<file path="src/design/ptts_pkg.sv">
// shared types and codes for the periodic task table scheduler
// no dependencies; imported by every module of the block
package ptts_pkg;

   // request modes
   localparam logic [1:0] MODE_ADD      = 2'd0;
   localparam logic [1:0] MODE_REMOVE   = 2'd1;
   localparam logic [1:0] MODE_TICK     = 2'd2;
   localparam logic [1:0] MODE_DISPATCH = 2'd3;

   // result status codes
   localparam logic [1:0] ST_OK        = 2'd0;
   localparam logic [1:0] ST_DUP       = 2'd1;
   localparam logic [1:0] ST_FULL      = 2'd2;
   localparam logic [1:0] ST_NOT_FOUND = 2'd3;

   // most tasks emitted by one dispatch
   localparam int RESULT_CAP_W = 4;
   localparam logic [RESULT_CAP_W-1:0] RESULT_CAP = 4'd8;

   typedef struct packed {
      logic [1:0]  mode;
      logic [15:0] task_key;
      logic [31:0] task_param;
      logic [15:0] period;
      logic [15:0] initial_expire;
   } req_type;

   typedef struct packed {
      logic [1:0]  status;
      logic        has_task;
      logic [15:0] out_key;
      logic [31:0] out_param;
      logic        last;
   } rsp_type;

   // one table slot
   typedef struct packed {
      logic [15:0] key;
      logic [31:0] param;
      logic [15:0] period;
      logic [15:0] countdown;
      logic        pending;
   } entry_type;

   // what the slot unit reports on the slot just read
   typedef struct packed {
      logic      match;
      logic      pending;
      logic      one_shot;
      entry_type ticked;
      entry_type cleared;
   } slot_eval_type;

endpackage

</file>
<file path="src/design/periodic_task_table_scheduler.sv">
// top level of the periodic task table scheduler: sequencer, table and slot unit
// depends on ptts_pkg, ptts_table and ptts_slot_unit
//
// An item is taken when start is high and busy is low; busy then stays high
// until the item's last result beat has been registered. Results come out on
// rsp_strobe, one beat per strobe, and cannot be held off, so the receiver must
// take every beat in the cycle it appears; rsp_data.last marks the final beat of
// an item. The table is one memory with a single read port and registered read
// data, walked by a small sequencer through one shared slot unit: each slot
// visited takes a read state and an evaluate state. A duplicate add stops at
// the matching slot, a found remove moves every later slot down by one to close
// the gap, and either walks all entries when the key is absent. Tick walks all
// entries. Dispatch walks all entries unless it stops early after eight tasks,
// and moves later slots down for each one-shot task that leaves the table. At
// most eight tasks go out per dispatch; later pending tasks wait for the next
// one. No clearing pass is needed after reset.
module periodic_task_table_scheduler import ptts_pkg::*; #(
   parameter int MAX_TASKS = 8
) (
   input  logic    clock,
   input  logic    reset,
   input  logic    start,
   output logic    busy,
   input  req_type req_data,
   output logic    rsp_strobe,
   output rsp_type rsp_data
);

   localparam int IW = (MAX_TASKS > 1) ? $clog2(MAX_TASKS) : 1;
   localparam int CW = $clog2(MAX_TASKS + 1);

   typedef enum logic [2:0] {
      S_IDLE,
      S_READ,
      S_EVAL,
      S_SHIFT,
      S_SHIFT_WR,
      S_FINISH
   } state_type;

   // sequencer control
   state_type   state_ff, state_in;
   logic [CW-1:0] count_ff, count_in;
   logic        rsp_strobe_ff, rsp_strobe_in;
   rsp_type     rsp_ff, rsp_in;

   // walk state and captured request
   req_type     req_ff, req_in;
   logic [CW-1:0] idx_ff, idx_in;
   logic [CW-1:0] j_ff, j_in;
   logic [RESULT_CAP_W-1:0] n_ff, n_in;
   logic        held_valid_ff, held_valid_in;
   logic [15:0] held_key_ff, held_key_in;
   logic [31:0] held_param_ff, held_param_in;
   logic [1:0]  status_ff, status_in;

   // table ports
   logic          wr_en;
   logic [IW-1:0] wr_addr;
   entry_type     wr_data;
   logic [IW-1:0] rd_addr;
   entry_type     rd_data;

   slot_eval_type eval;
   entry_type     new_entry;
   logic [CW-1:0] idx_plus;
   logic [CW-1:0] j_plus;

   ptts_table #(
      .DEPTH (MAX_TASKS),
      .IW    (IW)
   ) u_table (
      .clock   (clock),
      .wr_en   (wr_en),
      .wr_addr (wr_addr),
      .wr_data (wr_data),
      .rd_addr (rd_addr),
      .rd_data (rd_data)
   );

   ptts_slot_unit u_slot_unit (
      .entry (rd_data),
      .key   (req_ff.task_key),
      .eval  (eval)
   );

   assign idx_plus = idx_ff + 1'b1;
   assign j_plus   = j_ff + 1'b1;

   // added entry starts not pending
   always_comb begin
      new_entry.key       = req_ff.task_key;
      new_entry.param     = req_ff.task_param;
      new_entry.period    = req_ff.period;
      new_entry.countdown = req_ff.initial_expire;
      new_entry.pending   = 1'b0;
   end

   always_comb begin
      state_in      = state_ff;
      count_in      = count_ff;
      rsp_strobe_in = 1'b0;
      rsp_in        = rsp_ff;
      req_in        = req_ff;
      idx_in        = idx_ff;
      j_in          = j_ff;
      n_in          = n_ff;
      held_valid_in = held_valid_ff;
      held_key_in   = held_key_ff;
      held_param_in = held_param_ff;
      status_in     = status_ff;
      wr_en         = 1'b0;
      wr_addr       = idx_ff[IW-1:0];
      wr_data       = eval.ticked;
      rd_addr       = idx_ff[IW-1:0];

      case (state_ff)
         S_IDLE: begin
            if (start) begin
               req_in        = req_data;
               idx_in        = '0;
               n_in          = '0;
               held_valid_in = 1'b0;
               status_in     = ST_OK;
               state_in      = S_READ;
            end
         end

         // issue the read of slot idx, or wrap up once the walk is done
         S_READ: begin
            if ((idx_ff < count_ff) &&
                ((req_ff.mode != MODE_DISPATCH) || (n_ff < RESULT_CAP))) begin
               state_in = S_EVAL;
            end else begin
               state_in = S_FINISH;
               case (req_ff.mode)
                  MODE_ADD: begin
                     if (count_ff == CW'(MAX_TASKS)) begin
                        status_in = ST_FULL;
                     end else begin
                        wr_en    = 1'b1;
                        wr_addr  = count_ff[IW-1:0];
                        wr_data  = new_entry;
                        count_in = count_ff + 1'b1;
                     end
                  end
                  MODE_REMOVE: begin
                     status_in = ST_NOT_FOUND;
                  end
                  default: begin
                  end
               endcase
            end
         end

         // slot idx is on rd_data now
         S_EVAL: begin
            state_in = S_READ;
            idx_in   = idx_plus;
            case (req_ff.mode)
               MODE_ADD: begin
                  if (eval.match) begin
                     status_in = ST_DUP;
                     state_in  = S_FINISH;
                  end
               end
               MODE_REMOVE: begin
                  if (eval.match) begin
                     idx_in   = idx_ff;
                     j_in     = idx_ff;
                     state_in = S_SHIFT;
                  end
               end
               MODE_TICK: begin
                  wr_en   = 1'b1;
                  wr_data = eval.ticked;
               end
               MODE_DISPATCH: begin
                  if (eval.pending) begin
                     // the held task is not the last one: send it now
                     if (held_valid_ff) begin
                        rsp_strobe_in    = 1'b1;
                        rsp_in.status    = ST_OK;
                        rsp_in.has_task  = 1'b1;
                        rsp_in.out_key   = held_key_ff;
                        rsp_in.out_param = held_param_ff;
                        rsp_in.last      = 1'b0;
                     end
                     held_valid_in = 1'b1;
                     held_key_in   = rd_data.key;
                     held_param_in = rd_data.param;
                     n_in          = n_ff + 1'b1;
                     if (eval.one_shot) begin
                        // one-shot leaves the table, revisit the same slot after
                        idx_in   = idx_ff;
                        j_in     = idx_ff;
                        state_in = S_SHIFT;
                     end else begin
                        wr_en   = 1'b1;
                        wr_data = eval.cleared;
                     end
                  end
               end
               default: begin
               end
            endcase
         end

         // close the gap at slot j: S_SHIFT reads the next slot, S_SHIFT_WR writes it one down
         S_SHIFT: begin
            if (j_plus < count_ff) begin
               rd_addr  = j_plus[IW-1:0];
               state_in = S_SHIFT_WR;
            end else begin
               count_in = count_ff - 1'b1;
               state_in = (req_ff.mode == MODE_REMOVE) ? S_FINISH : S_READ;
            end
         end

         S_SHIFT_WR: begin
            wr_en    = 1'b1;
            wr_addr  = j_ff[IW-1:0];
            wr_data  = rd_data;
            j_in     = j_plus;
            state_in = S_SHIFT;
         end

         // final beat: the held task, or a plain status
         S_FINISH: begin
            rsp_strobe_in    = 1'b1;
            rsp_in.status    = status_ff;
            rsp_in.has_task  = held_valid_ff;
            rsp_in.out_key   = held_valid_ff ? held_key_ff : 16'd0;
            rsp_in.out_param = held_valid_ff ? held_param_ff : 32'd0;
            rsp_in.last      = 1'b1;
            state_in         = S_IDLE;
         end

         default: begin
            state_in = S_IDLE;
         end
      endcase
   end

   always_ff @(posedge clock) begin
      if (reset) begin
         state_ff      <= S_IDLE;
         count_ff      <= '0;
         rsp_strobe_ff <= 1'b0;
         rsp_ff        <= '0;
      end else begin
         state_ff      <= state_in;
         count_ff      <= count_in;
         rsp_strobe_ff <= rsp_strobe_in;
         rsp_ff        <= rsp_in;
      end
   end

   always_ff @(posedge clock) begin
      req_ff        <= req_in;
      idx_ff        <= idx_in;
      j_ff          <= j_in;
      n_ff          <= n_in;
      held_valid_ff <= held_valid_in;
      held_key_ff   <= held_key_in;
      held_param_ff <= held_param_in;
      status_ff     <= status_in;
   end

   assign busy       = (state_ff != S_IDLE);
   assign rsp_strobe = rsp_strobe_ff;
   assign rsp_data   = rsp_ff;

endmodule

</file>
<file path="src/design/ptts_table.sv">
// entry table: one write port, one read port with registered read data
// depends on ptts_pkg for the entry record type
module ptts_table import ptts_pkg::*; #(
   parameter int DEPTH = 8,
   parameter int IW    = 3
) (
   input  logic          clock,
   input  logic          wr_en,
   input  logic [IW-1:0] wr_addr,
   input  entry_type     wr_data,
   input  logic [IW-1:0] rd_addr,
   output entry_type     rd_data
);

   entry_type mem [DEPTH];
   entry_type rd_data_ff;

   always_ff @(posedge clock) begin
      if (wr_en) begin
         mem[wr_addr] <= wr_data;
      end
      rd_data_ff <= mem[rd_addr];
   end

   assign rd_data = rd_data_ff;

endmodule

</file>
<file path="src/design/ptts_slot_unit.sv">
// shared slot unit: key compare, countdown step and pending clear on one entry
// depends on ptts_pkg for the entry and result record types
module ptts_slot_unit import ptts_pkg::*; (
   input  entry_type     entry,
   input  logic [15:0]   key,
   output slot_eval_type eval
);

   logic [15:0] cd_dec;

   always_comb begin
      cd_dec = (entry.countdown != 16'd0) ? (entry.countdown - 16'd1) : 16'd0;

      eval.match    = (entry.key == key);
      eval.pending  = entry.pending;
      eval.one_shot = (entry.period == 16'd0);

      // countdown reaching zero reloads and marks the slot pending
      eval.ticked = entry;
      if (cd_dec == 16'd0) begin
         eval.ticked.countdown = entry.period;
         eval.ticked.pending   = 1'b1;
      end else begin
         eval.ticked.countdown = cd_dec;
      end

      eval.cleared         = entry;
      eval.cleared.pending = 1'b0;
   end

endmodule

</file>
<file path="config.mk">
export PLATFORM = sky130hd
export DESIGN_NAME = periodic_task_table_scheduler
export DESIGN_NICKNAME = d
export VERILOG_FILES = /design/src/design/ptts_pkg.sv /design/src/design/periodic_task_table_scheduler.sv /design/src/design/ptts_table.sv /design/src/design/ptts_slot_unit.sv
export SDC_FILE = /design/constraint.sdc
export NUM_CORES = 1
export LEC_CHECK = 0
export BUFFER_PORTS_ARGS = -buffer_cell sky130_fd_sc_hd__buf_2
export CORE_MARGIN = 2
export CORE_UTILIZATION = 60
export DETAILED_ROUTE_END_ITERATION = 7
export PLACE_DENSITY = 0.79
export REMOVE_ABC_BUFFERS = 1
export SLEW_MARGIN = 20
export SYNTH_ARGS = -nofsm -noshare
export SYNTH_HDL_FRONTEND = slang
export SYNTH_SLANG_ARGS = --single-unit
</file>
<file path="constraint.sdc">
create_clock -name clock -period 21.2 [get_ports clock]
set_input_delay 0 -clock clock [delete_from_list [all_inputs] [get_ports clock]]
set_output_delay 0 -clock clock [all_outputs]
set_load 0.02 [all_outputs]
</file>
== Word-level counts from Yosys, hierarchy flattened ==
Memory sizes are Yosys's and may differ from the RTL's. A register that Yosys moved wholly into a read port is not among the register bits.
Cells that the tools add are included.
Operators by class
  eq/ne operators: 29
  magnitude comparators: 3
  reduce and logical (&&, ||, !) cells: 21
  add/subtract/negate cells: 6
  muxes and demuxes: 75
Operators with widths (count)
  $mux W81: 3
  $pmux W81 S3: 1
  $mux W52: 3
  $pmux W52 S2: 1
  $mux W4: 13
  $mux W17: 3
  $mux W16: 3
  $pmux W4 S2: 6
  $logic_not A16 Y1: 2
  $mux W32: 1
  $mux W3: 10
  $ne A2 B2 Y1 const B: 9
  $ne A3 B3 Y1 const B: 6
  $add A4 B1 Y4 const B: 4
  $eq A16 B16 Y1: 1
  $mux W2: 8
  $reduce_bool A16 Y1: 1
  $sub A16 B1 Y16 const B: 1
  $pmux W3 S5: 1
  $mux W1: 14
  $reduce_and A4 Y1: 3
  $reduce_and A5 Y1: 2
  $pmux W3 S3: 1
  $lt A4 B4 Y1: 2
  25 further kinds: 35
Storage, ports and cells
  bits in writable memories: 648
  input port bits: 85
  memories: 1
  output and inout bits: 54
  register bits after elaboration: 205
Memory list
  u_table.mem: depth 8, width 81, rd ports 1, clocked after memory_dff 1, write ports 1, RTL line ptts_table.sv:15  | entry_type mem [DEPTH];

== Depth between registers and ports, before layout ==
  depth after elaboration: 8
  mapped depth: 13
  mapped depth without buffers: 10

== Cells and area by module ==
Synthesis repeated with hierarchy kept, for this count alone.
Second synthesis, totals
  cell total of the unflattened synthesis: 2378
  area total of the unflattened synthesis: 39315.2 um^2
By module, submodules not included
  ptts_table: cells an instance 1030, area each 26350.3 um^2, instances 1
  periodic_task_table_scheduler: cells an instance 1080, area each 10867.9 um^2, instances 1
  ptts_slot_unit: cells an instance 268, area each 2097.0 um^2, instances 1

== Least setup slack after synthesis ==
Ideal clock, no wire load.
  path type: register -> register
  start point: register count_ff[1]
  end point: memory u_table.mem[0][0] in the netlist's numbering, enable pin
  cell stages (with the launch flop): 9
  arrival: 7.391 ns
  slack: 13.189 ns
  path buffers: 1
  library setup time: 0.620 ns
  data required time: 20.580 ns
  cell sequence: dfxtp_1 inv_1 ha_1 a211oi_1 o21ai_1 and2_1 clkbuf_1 a221o_1 nor3_1
On the way
  longest elaborated chain between the ends: 7
  elaborated cells on any way between the ends: 13
  classes of those cells: order compare: 1; eq/ne: 1; mux: 10; reduce/logical: 1
Ends and longest elaborated chain
  start, declared: RTL line periodic_task_table_scheduler.sv:43  | logic [CW-1:0] count_ff, count_in;
  start signal, assigned: RTL line periodic_task_table_scheduler.sv:253  | count_ff <= count_in;
  $eq A4 B4 Y1: RTL line periodic_task_table_scheduler.sv:138  | if (count_ff == CW'(MAX_TASKS)) begin
  $mux W1: RTL line periodic_task_table_scheduler.sv:138
  $mux W1: RTL line periodic_task_table_scheduler.sv:136  | case (req_ff.mode)
  $mux W1: RTL line periodic_task_table_scheduler.sv:131  | if ((idx_ff < count_ff) &&
  $pmux W1 S3: RTL line periodic_task_table_scheduler.sv:117  | case (state_ff)
  $mux W1: RTL line ptts_table.sv:19  | if (wr_en) begin
  $mux W1 (implied by the code): RTL line ptts_table.sv:20  | mem[wr_addr] <= wr_data;
  end, declared: RTL line ptts_table.sv:15
Several ways; a longest one is shown, not always the timed one.

== Worst setup path after layout ==
  start point: register j_ff[0]
  end point: register, netlist name u_table.rd_data[53]
On the way
  longest elaborated chain between the ends: 4
Ends and longest elaborated chain
  start, declared: RTL line periodic_task_table_scheduler.sv:50  | logic [CW-1:0] j_ff, j_in;
  start signal, assigned: RTL line periodic_task_table_scheduler.sv:262  | j_ff <= j_in;
  $add A4 B1 Y4 *: RTL line periodic_task_table_scheduler.sv:88  | assign j_plus = j_ff + 1'b1;
  $lt A4 B4 Y1: RTL line periodic_task_table_scheduler.sv:211  | if (j_plus < count_ff) begin
  $mux W3 *: RTL line periodic_task_table_scheduler.sv:211
  $mux W3 *: RTL line periodic_task_table_scheduler.sv:117
Every way passes the cells marked *; elsewhere a longest branch is shown, timed or not.
A chain may end at the register's enable or synchronous reset.

==> reports/metrics.csv <==
metric;value;unit
CP Data Arrival Time;5.69;ns
Peak VDD IR;69.72;uV
PD cells;105.6;nW/um2
die height;249.7;um
Mapped Avg Cell Area;15.40;um2
Unique masters post-synth;78;
P_leak;14.76;nW
multi-input logic area;8847;um2
Initial Utilization;0.6036;
Vias/cell;6.435;
Final Hold Fails;0;
RSZ-0062 raised after global routing;no;
CP Max Fanout;84;
Slew headroom;0.2634;
Pre-Repair DR Iteration Count;8;
Synth Flop Type;edfxtp_1;
Total GRT Usage;0.2726;
CTS tree;done;
wirelength, routed;85780;um
number of placement rows;90;
CP endpoint kind;flop;
IO buf count;138;
initial antenna violation count;0;
die area;62360;um2
Worst Min Path Start;req_data[52];
Crit Path Class;flop to flop;
maximum clock frequency;193.6;MHz
synthesized area;36230;um2
chip width;249.7;um
total grt overflow;0;
Critical R2R Launch;j_ff[0];
Pwr Total;4.377;mW
post-CTS setup buffers;0;
CP Launch Type;flop;
WL/cell;25.26;um
Post-synth EDFFs;793;
Seq. cell area;26640;um2
Clk Latency, worst-skew pair;0.66;ns
count of state elements after synthesis;934;
Fin Setup TNS;0;ns
H-tree levels;3;
DRC errors left;1;
critical path required time;21.73;ns
Ports;139;
DR vias;21852;
ANT cells;0;
number of global-route vias before repair;22151;
Worst Hold Class;input pin to flop;
slew of the pin with the lowest slew margin;1.095;ns
ratio of cells with drive above 1 in the final layout;0.1653;
max-cap violation count;0;
Sink Count;934;
Core Footprint;60020;um2
pin count of the biggest net entering global routing;164;
Clock Pin Slew Worst Setup and Hold Paths;0.06;ns
CTS Root Cell;clkbuf_16;
crit path time final;5.165;ns
first-pass GRT wire length;129100;um
detailed placement HPWL;43580;um
failing checks;design-rule violations;
fill count;3752;
Clock Path Buffers;3;
period utilization;0.2436;
skew final;0.02984;ns
Async SR Flop Fraction;0;
crit path from;j_ff[0];
Inserted Clock Buffers;90;
area grow syn2layout;14.37;%
post_cts resized;0;
ANT nets after route;0;
Final setup viols;0;
Ys Warns;0;
Gate Count Post-Synth;2352;
Pins Over Slew Limit;0;
Detailed Route Iter0 Violations;2397;
Seq/Total Area, Yosys;0.7352;
nets@finish;2635;
gpl congestion;0.8717;
status;complete, but fails checks;
[power by group]
group	total, mW	internal (mW)	switching (mW)
registers	2.26	2.19	0.0671
logic	0.485	0.151	0.334
clock network	1.63	0.949	0.681
[cell usage in the layout, fill, tap and decap left out, types with 4 or more instances in the layout]
cell type,n
dfxtp_1,141
edfxtp_1,793
clkbuf_16,91
clkbuf_1,26
and2_1,6
nor4_1,11
or3_1,5
ha_1,12
clkinv_2,12
clkinv_1,12
clkbuf_8,8
mux2i_1,83
a21o_1,5
o211ai_2,5
buf_4,36
a21oi_1,11
xnor2_1,8
a2111oi_2,81
nor2_1,86
dlygate4sd3_1,84
buf_2,138
nand2_1,193
o21ai_1,5
nand3_1,6
a21boi_0,4
a211oi_1,248
a222oi_1,6
nor3_2,8
xor2_1,22
o21ai_0,32
bufinv_16,10
nand3b_1,4
a22oi_1,59
inv_1,24
and3_1,245
a32oi_1,4
nor3_1,4
[logic make-up (layout without fill, tap and decap cells)]
family,after synthesis,after routing,synth area share
mux,85,85,0.02362
xor+xnor,30,30,0.007253
flops,934,934,0.7352
simple gates,603,603,0.08700
fa+ha+maj,13,13,0.004697
compound gates,494,494,0.1185
buf+inv,193,455,0.02366
[synth_stat cells (11+ instances only)]
cell type / n / share of area
a211oi_1: 248 / 0.051
dfxtp_1: 141 / 0.078
and3_1: 245 / 0.042
nand2_1: 194 / 0.020
clkbuf_1: 95 / 0.0098
nor4_1: 11 / 0.0019
nor2_1: 88 / 0.0091
edfxtp_1: 793 / 0.66
xor2_1: 22 / 0.0053
o21ai_0: 32 / 0.0044
ha_1: 12 / 0.0041
a21oi_1: 11 / 0.0015
a22oi_1: 59 / 0.012
a2111oi_2: 81 / 0.034
inv_1: 24 / 0.0025
buf_2: 58 / 0.0080
nor3_1: 12 / 0.0017
mux2i_1: 83 / 0.023
[critical path, stage by stage (launching register included)]
cell	delay (ns)
edfxtp_1	0.50
ha_1	0.26
xnor2_1	0.35
inv_1	0.09
ha_1	0.29
o21a_1	0.23
o22ai_4	0.28
a21o_4	0.73
buf_4	0.73
buf_4	0.73
and3_1	0.28
a211oi_1	0.08
a2111oi_2	0.47
[metal layers]
metal / track usage / part of all wire / vias to the layer above
met4: 0.1179 / 0.032 / 0
met5: 0 / 0 / -
met2: 0.4434 / 0.49 / 1167
met3: 0.04965 / 0.086 / 195
li1: - / - / 9654
met1: 0.3639 / 0.39 / 10836
[sequential cells by signal, summed over array words and instances (netlist names)]
name	count
state_ff	3
idx_ff	4
u_table.rd_data	81
held_valid_ff	1
rsp_strobe	1
rsp_data	52
held_key_ff	16
req_ff	2
new_entry	80
status_ff	2
j_ff	4
count_ff	4
held_param_ff	32
u_table.mem	648
n_ff	4
[stage by stage]
| stage | cell area (um2) | hold WS, ns | setup WS [ns] | cells | util |
|---|---|---|---|---|---|
| after floorplan | 35470 | 0.06907 | 11.48 | 2185 | - |
| after global placement | 37530 | 0.1762 | 15.69 | 3142 | 0.6252 |
| after detailed placement | 37530 | 0.1781 | 15.47 | 3142 | 0.6252 |
| after CTS | 41400 | 0.02042 | 15.44 | 3395 | 0.6898 |
| after global routing | 41430 | 0.03955 | 15.77 | 3396 | 0.6903 |
| final | 41430 | 0.05115 | 16.04 | 3396 | 0.6903 |
[final timing paths]
kind / end / slack [ns] / cells past startpoint
max reg2reg: u_table.rd_data[53] / 16.04 / 12
min reg2reg: held_param_ff[13] / 0.43 / 0
max: u_table.rd_data[53] / 16.04 / 12
min: new_entry[53] / 0.05 / 2
[cell type report]
cell class,count,share of cell area
Timing Repair Buffer,260,0.04442
Inverter,26,0.002356
Clock inverter,44,0.01323
Sequential cell,934,0.6429
Clock buffer,125,0.05997
Multi-Input combinational cell,1225,0.2135
Tap cell,782,0.02362
[repair_timing]
action                                  4_1_cts  5_1_grt
endpoints found under the hold margin        99        0
hold buffers                                 84        0
endpoints found under the setup margin        0        0
(Power assumes the default switching activity.)
